$ cat src/v4a_pkg.sv
// Shared types, opcodes and widths of the four-component vector ALU.
`default_nettype none

package v4a_pkg;

  localparam int unsigned CompWidth       = 32;
  localparam int unsigned FracBitsDefault = 16;
  localparam int unsigned TolWidth        = 31;
  localparam logic [TolWidth-1:0] TolReset = 31'd66;
  localparam int unsigned RootBits        = 34;
  localparam int unsigned SqWidth         = 2 * CompWidth - 1;
  localparam int unsigned SumWidth        = 2 * CompWidth + 1;
  localparam int unsigned DotWidth        = 2 * CompWidth + 2;
  localparam int unsigned OpWidth         = 3;
  localparam int unsigned InWidth         = 264;
  localparam int unsigned OutWidth        = 136;
  localparam int unsigned AddrWidth       = 3;

  typedef enum logic [OpWidth-1:0] {
    OP_ADD  = 3'd0,
    OP_SUB  = 3'd1,
    OP_DOT  = 3'd2,
    OP_LEN  = 3'd3,
    OP_NORM = 3'd4,
    OP_NEAR = 3'd5,
    OP_EQ   = 3'd6
  } op_t;

  // Per-item context carried down the pipeline.
  typedef struct packed {
    op_t                              op;
    logic [3:0]                       neg;
    logic [3:0][CompWidth-1:0]        vec;
    logic                             vfault;
    logic                             match;
    logic signed [DotWidth-1:0]       dot;
    logic [SumWidth-1:0]              ssq;
    logic [3:0][SqWidth-1:0]          sq;
  } ctx_t;

endpackage

`default_nettype wire

$ cat src/v4a_back.sv
// Output stage: picks the result of the opcode, saturates, and holds the result item.
`default_nettype none

module v4a_back #(
  parameter int unsigned FRAC_BITS = v4a_pkg::FracBitsDefault
) (
  input  wire logic                              clk,
  input  wire logic                              rst,
  input  wire logic                              en,
  input  wire logic                              in_valid,
  input  wire v4a_pkg::ctx_t                     in_ctx,
  input  wire logic [v4a_pkg::RootBits-1:0]      in_root,
  input  wire logic [3:0][FRAC_BITS:0]           in_q,
  output logic                                   out_valid,
  output logic [v4a_pkg::OutWidth-1:0]           out_data
);
  import v4a_pkg::*;

  localparam logic signed [DotWidth-1:0] DotMax = DotWidth'({1'b0, {(CompWidth-1){1'b1}}});
  localparam logic signed [DotWidth-1:0] DotMin = -DotMax - DotWidth'(1);
  localparam logic [CompWidth-1:0] PosMax = {1'b0, {(CompWidth-1){1'b1}}};
  localparam logic [CompWidth-1:0] NegMin = {1'b1, {(CompWidth-1){1'b0}}};

  logic signed [DotWidth-1:0] dsh;
  logic [3:0][CompWidth-1:0]  r;
  logic                       match;
  logic                       fault;

  always_comb begin
    dsh = in_ctx.dot >>> FRAC_BITS;
    r = '0;
    match = 1'b0;
    fault = 1'b0;
    case (in_ctx.op)
      OP_ADD, OP_SUB: begin
        r = in_ctx.vec;
        fault = in_ctx.vfault;
      end
      OP_DOT: begin
        if (dsh > DotMax) begin
          r[0] = PosMax;
          fault = 1'b1;
        end else if (dsh < DotMin) begin
          r[0] = NegMin;
          fault = 1'b1;
        end else begin
          r[0] = dsh[CompWidth-1:0];
        end
      end
      OP_LEN: begin
        if (in_root > RootBits'(PosMax)) begin
          r[0] = PosMax;
          fault = 1'b1;
        end else begin
          r[0] = in_root[CompWidth-1:0];
        end
      end
      OP_NORM: begin
        if (in_ctx.ssq == '0) begin
          fault = 1'b1;
        end else begin
          for (int i = 0; i < 4; i++) begin
            r[i] = in_ctx.neg[i] ? -CompWidth'(in_q[i]) : CompWidth'(in_q[i]);
          end
        end
      end
      OP_NEAR, OP_EQ: begin
        match = in_ctx.match;
      end
      default: begin
        fault = 1'b1;
      end
    endcase
  end

  always_ff @(posedge clk) begin
    if (rst) begin
      out_valid <= 1'b0;
    end else if (en) begin
      out_valid <= in_valid;
    end
  end

  always_ff @(posedge clk) begin
    if (en) begin
      out_data <= OutWidth'({fault, match, r});
    end
  end

endmodule

`default_nettype wire

$ cat config.mk
export PLATFORM = sky130hd
export DESIGN_NAME = v4a_back
export DESIGN_NICKNAME = d
export VERILOG_FILES = /design/src/v4a_pkg.sv /design/src/v4a_back.sv
export SDC_FILE = /design/constraint.sdc
export NUM_CORES = 1
export LEC_CHECK = 0
export ABC_AREA = 1
export BUFFER_PORTS_ARGS = -buffer_cell sky130_fd_sc_hd__buf_4
export CAP_MARGIN = 10
export CORE_AREA = 3 3 296 298
export CTS_CLUSTER_SIZE = 8
export DETAILED_ROUTE_END_ITERATION = 10
export DIE_AREA = 0 0 299 301
export HOLD_SLACK_MARGIN = 0.1
export PLACE_DENSITY = 0.3
export SLEW_MARGIN = 10
export SYNTH_ARGS = -nofsm -noshare
export SYNTH_HDL_FRONTEND = slang
export SYNTH_SLANG_ARGS = --single-unit
$ cat constraint.sdc
create_clock -name clk -period 1.5 [get_ports clk]
set_input_delay 0.3 -clock clk [delete_from_list [all_inputs] [get_ports clk]]
set_output_delay 0.3 -clock clk [all_outputs]
set_load 0.01 [all_outputs]
### Yosys cells after proc, flatten, opt, wreduce, memory -nomap -nowiden

Index checks and enable logic that the tools add are counted.

* memories kept: 0
* bits in registers: 131
* bits in read-only memories: 0
* input bits: 626
* bits in latches: 0
* RAM bits: 0

* shift operators: 0
* bitwise logic cells: 0
* reductions and logical operators: 4
* multiply operators: 0
* eq/ne operators: 6
* $add $sub $neg: 4
* magnitude comparators: 3
* divide/modulo/power cells: 0
* mux-type cells: 15

Operator list (count)
* $mux 32: 7
* $pmux 96 s2: 1
* $mux 128: 1
* $neg 17->32: 4
* $pmux 32 s4: 1
* $logic_not 65->1: 1
* $gt 50x32->1 const B: 1
* $lt 50x32->1 const B: 1
* $gt 34x31->1 const B: 1
* $eq 3x3->1 const B: 3
* $eq 3x2->1 const B: 2
* $pmux 1 s5: 1
* $mux 1: 4
* $reduce_or 2->1: 2
* $eq 3x1->1 const B: 1
* $logic_not 3->1: 1

### Depth between registers and ports, before layout

* word-level depth: 4
* gate-level depth with buffers: 11
* gate-level depth less buffers: 11

### Worst setup path before layout

OpenSTA, ideal clock, no wires.

* kind: input -> register
* start point: input in_q[18] in the netlist's numbering
* end point: register out_data[50] in the netlist's numbering (data pin)
* setup slack: -0.082 ns
* stages on the path: 7
* buffers on the path: 0
* data arrival time: 1.319 ns
* cell sequence: inv_1 -> ha_1 -> nand3_1 -> nor2_1 -> nand3_1 -> o211ai_4 -> nand2_1

RTL lines
* start: declaration: line v4a_back.sv:13 `input wire logic [3:0][FRAC_BITS:0] in_q,`
* end signal: assignment: line v4a_back.sv:86 `out_data <= OutWidth'({fault, match, r});`
* end: declaration: line v4a_back.sv:15 `output logic [v4a_pkg::OutWidth-1:0] out_data`

==> flow_metrics.env <==
export IMPL_cp_slowest_stage_delay_ns=0.17
export IMPL_antenna_found_initial=11
export IMPL_hold_violations=0
export IMPL_rows=107
export IMPL_netlist_area_sq_um=8360
export IMPL_hold_path_class="in -> reg"
export IMPL_ys_warn_count=0
export IMPL_synth_top_area_cell="edfxtp_1"
export IMPL_ys_types=36
export IMPL_vdd_drop_max_uv=798
export IMPL_synth_area_per_cell_sq_um=7.66
export IMPL_final_util_pct=20.0
export IMPL_synthSimpleGateAreaFrac_pct=36.8
export IMPL_numCtsBuffers=17
export IMPL_required_ns=1.72
export IMPL_cts_clk_slew_worst_paths_ns=0.07
export IMPL_dpl_hpwl_mm=43.6
export IMPL_grt_max_degree=53
export IMPL_ys_async_sr_fraction_pct=0
export IMPL_min_delay_start="in_ctx[425]"
export IMPL_area_sequential_sq_um=3920
export IMPL_crit_chain="buf_4 > nor2_4 > nand2_1 > nor2_1 > buf_4 > nand2_2 > nor2_4 > nand3_2 > buf_12 > nand2_8 > inv_8 > buf_12 > nand2_1 > nand2_1"
export IMPL_drive_gt1_share_pct=42.9
export IMPL_start_util_pct=9.82
export IMPL_area_delta_synth_final_pct=104
export IMPL_end_kind="register"
export IMPL_via_count=10270
export IMPL_synthMuxAreaShare_pct=0.120
export IMPL_synth_ff_type="edfxtp_1"
export IMPL_synth_xor_area_share_pct=3.46
export IMPL_dr_max_layer_used="met5"
export IMPL_cts_tree="built"
export IMPL_cts_sinks=131
export IMPL_startpoint="in_ctx[283]"
export IMPL_overflow=0
export IMPL_synth_edff_count=130
export IMPL_netlist_instances=1092
export IMPL_fp_dieH_um=301
export IMPL_critPathMaxFanout=10
export IMPL_fin_crit_sh_pct=98.6
export IMPL_switching_share_pct=30.8
export IMPL_maxCapViolCount=0
export IMPL_cts_root_buf="clkbuf_16"
export IMPL_synth_top_family_by_area="simple AND/OR/NAND/NOR gates"
export IMPL_dieWidth_um=299
export IMPL_dr_pass1_iters=4
export IMPL_h_tree_depth=4
export IMPL_setup_violations=0
export IMPL_status="completed"
export IMPL_synth_area_top_cells="edfxtp_1 (47%), nand2_1 (21%), nor2_1 (6.3%)"
export IMPL_multiInputGateArea_sq_um=4260
export IMPL_ios=763
export IMPL_synthAdderAreaFrac_pct=0.598
export IMPL_tightest_slew_ns=0.590
export IMPL_nNetsFinal=2492
export IMPL_drv_slew=0
export IMPL_min_period_ns=1.48
export IMPL_combPwrFrac_pct=27.6
export IMPL_grt_pass1_wl_mm=72.4
export IMPL_synth_yosys_seq_area_share_pct=46.9
export IMPL_skew_ns=0
export IMPL_die_area_sq_um=90000
export IMPL_power_density_nw_per_um2=732
export IMPL_wl_met2_mm=23.9
export IMPL_max_freq_mhz=676
export IMPL_cp_slowest_cell="buf_12"
export IMPL_rsz0062_at_grt="yes"
export IMPL_clockBufferDepth=2
export IMPL_drt_iter0_markers=472
export IMPL_drt_total_wl_mm=52.2
export IMPL_reg2reg_slack_ns=0.36
export IMPL_leakage_nw=7.87
export IMPL_portBuffers=488
export IMPL_switchingPower_mw=3.84
export IMPL_core_area_sq_um=85100
export IMPL_viasPerCell=3.40
export IMPL_yosysMostFrequentCell="nand2_1"
export IMPL_slew_limit_headroom_pct=60.7
export IMPL_fillers=9710
export IMPL_grt_pass1_vias=10926
export IMPL_p_seq_share_pct=36.4
export IMPL_cp_start_kind="input pin"
export IMPL_critPathKind="in -> reg"
export IMPL_arrival_ns=1.70
export IMPL_postRouteAntennaNets=0
export IMPL_wl_met1_mm=23.0
export IMPL_synth_top_cells_by_count="nand2_1 (465), nor2_1 (140), edfxtp_1 (130), nand3_1 (93), inv_1 (56)"
export IMPL_met3_length_mm=4.48
export IMPL_drt_wirelength_per_cell_um=17.3
export IMPL_route_detailed_drc=0
export IMPL_clock_latency_ns=0.47
export IMPL_p_int_mw=8.63
export IMPL_crit_path_frequent_cell="nand2_1"
export IMPL_synth_compound_area_share_pct=6.15
export IMPL_synth_top_cell_area_share_pct=46.7
export IMPL_fin_setup_tns_ns=0
export IMPL_clkPwrFrac_pct=36.0
export IMPL_synth_seq_cells=131
export IMPL_place_congestion=0.811
export IMPL_crit_reg2reg_launch="out_valid$_SDFFE_PP0P_"
export IMPL_grt_total_usage_pct=11.2
-- power groups by stage --
| stage | logic [mW] | clock network (mW) | registers [mW] |
|---|---|---|---|
| after floorplan | 0.773 | 0 | 4.76 |
| after global placement | 3.23 | 0 | 4.62 |
| after CTS | 3.48 | 4.79 | 4.54 |
| final | 3.45 | 4.49 | 4.54 |
| after global routing | 3.78 | 4.89 | 4.57 |
| after detailed placement | 3.24 | 0 | 4.62 |
-- cells in the final DEF (no fill, tap or decap), types with 5 or more instances in the layout --
| master | count |
|---|---|
| nand3b_1 | 5 |
| nor2_4 | 6 |
| nor2_1 | 125 |
| buf_12 | 23 |
| inv_1 | 55 |
| o21ai_0 | 33 |
| nand2_1 | 456 |
| buf_6 | 7 |
| nand3_1 | 63 |
| nand3_4 | 8 |
| diode_2 | 5 |
| nand3_2 | 26 |
| dlygate4sd3_1 | 95 |
| inv_6 | 6 |
| xor2_1 | 26 |
| inv_8 | 5 |
| nor2_2 | 10 |
| nand4_1 | 18 |
| clkbuf_16 | 18 |
| conb_1 | 6 |
| buf_4 | 669 |
| xnor2_1 | 7 |
| nand2_2 | 9 |
| edfxtp_1 | 130 |
| a221oi_1 | 31 |
-- state kept, by name (all words and copies together) (netlist names) --
signal	cells
out_valid	1
out_data	130
-- worst paths after layout --
path	endpoint	cells past startpoint
max	out_data[109]$_DFFE_PP_	14
min	out_data[40]$_DFFE_PP_	3
max reg2reg	out_valid$_SDFFE_PP0P_	3
min reg2reg	out_valid$_SDFFE_PP0P_	3
-- timing repair --
| action | in CTS | in global routing |
|---|---|---|
| hold endpoints to repair | 88 | 0 |
| setup endpoints to repair | 130 | 116 |
| resized for setup | 20 | 55 |
| buffers inserted | 4 | 0 |
| pin swaps | 9 | 25 |
| hold buffers | 95 | 0 |
| cloned | 0 | 2 |
-- metal layers --
layer	vias up	GRT usage, %
li1	5164	-
met1	4668	13.6
met2	389	18.3
met3	37	4.56
met4	12	2.96
met5	-	0
-- kinds of logic (layout without fill, tap and decap cells) --
kind of cell,Yosys count,count (layout)
AO/OA/AOI/OAI,74,74
XOR/XNOR,33,33
adder cells (fa/ha/maj),4,4
buffers and inverters,111,889
flip-flops,131,131
multiplexers,1,1
other,1,11
AND/OR/NAND/NOR,737,737
-- worst max-delay path, delay by kind of cell --
family,cells,cell delay (ns)
AND/OR/NAND/NOR,9,0.77
buffers and inverters,5,0.60
-- area by class of cell --
type,instances,area share (%)
Clock inverter,15,0.948
Sequential cell,131,23.0
Inverter,60,1.39
Multi-Input combinational cell,855,25.0
Tap cell,1144,8.41
Antenna cell,5,0.0735
Timing Repair Buffer,797,38.6
Clock buffer,17,2.50
-- per-stage QoR --
step	power [mW]	hold slack [ns]	instance area [sq um]	worst slack, ns	std cells
final	12.5	0.156	17000	0.0208	3024
after floorplan	5.53	0.372	8390	-0.0159	1097
after CTS	12.8	0.100	16800	-0.0667	3017
after global routing	13.2	0.118	17000	-0.0615	3019
after global placement	7.86	0.460	15100	-0.863	2886
after detailed placement	7.85	0.462	15100	-0.843	2886
No activity file was read; power rests on OpenSTA's default activity.
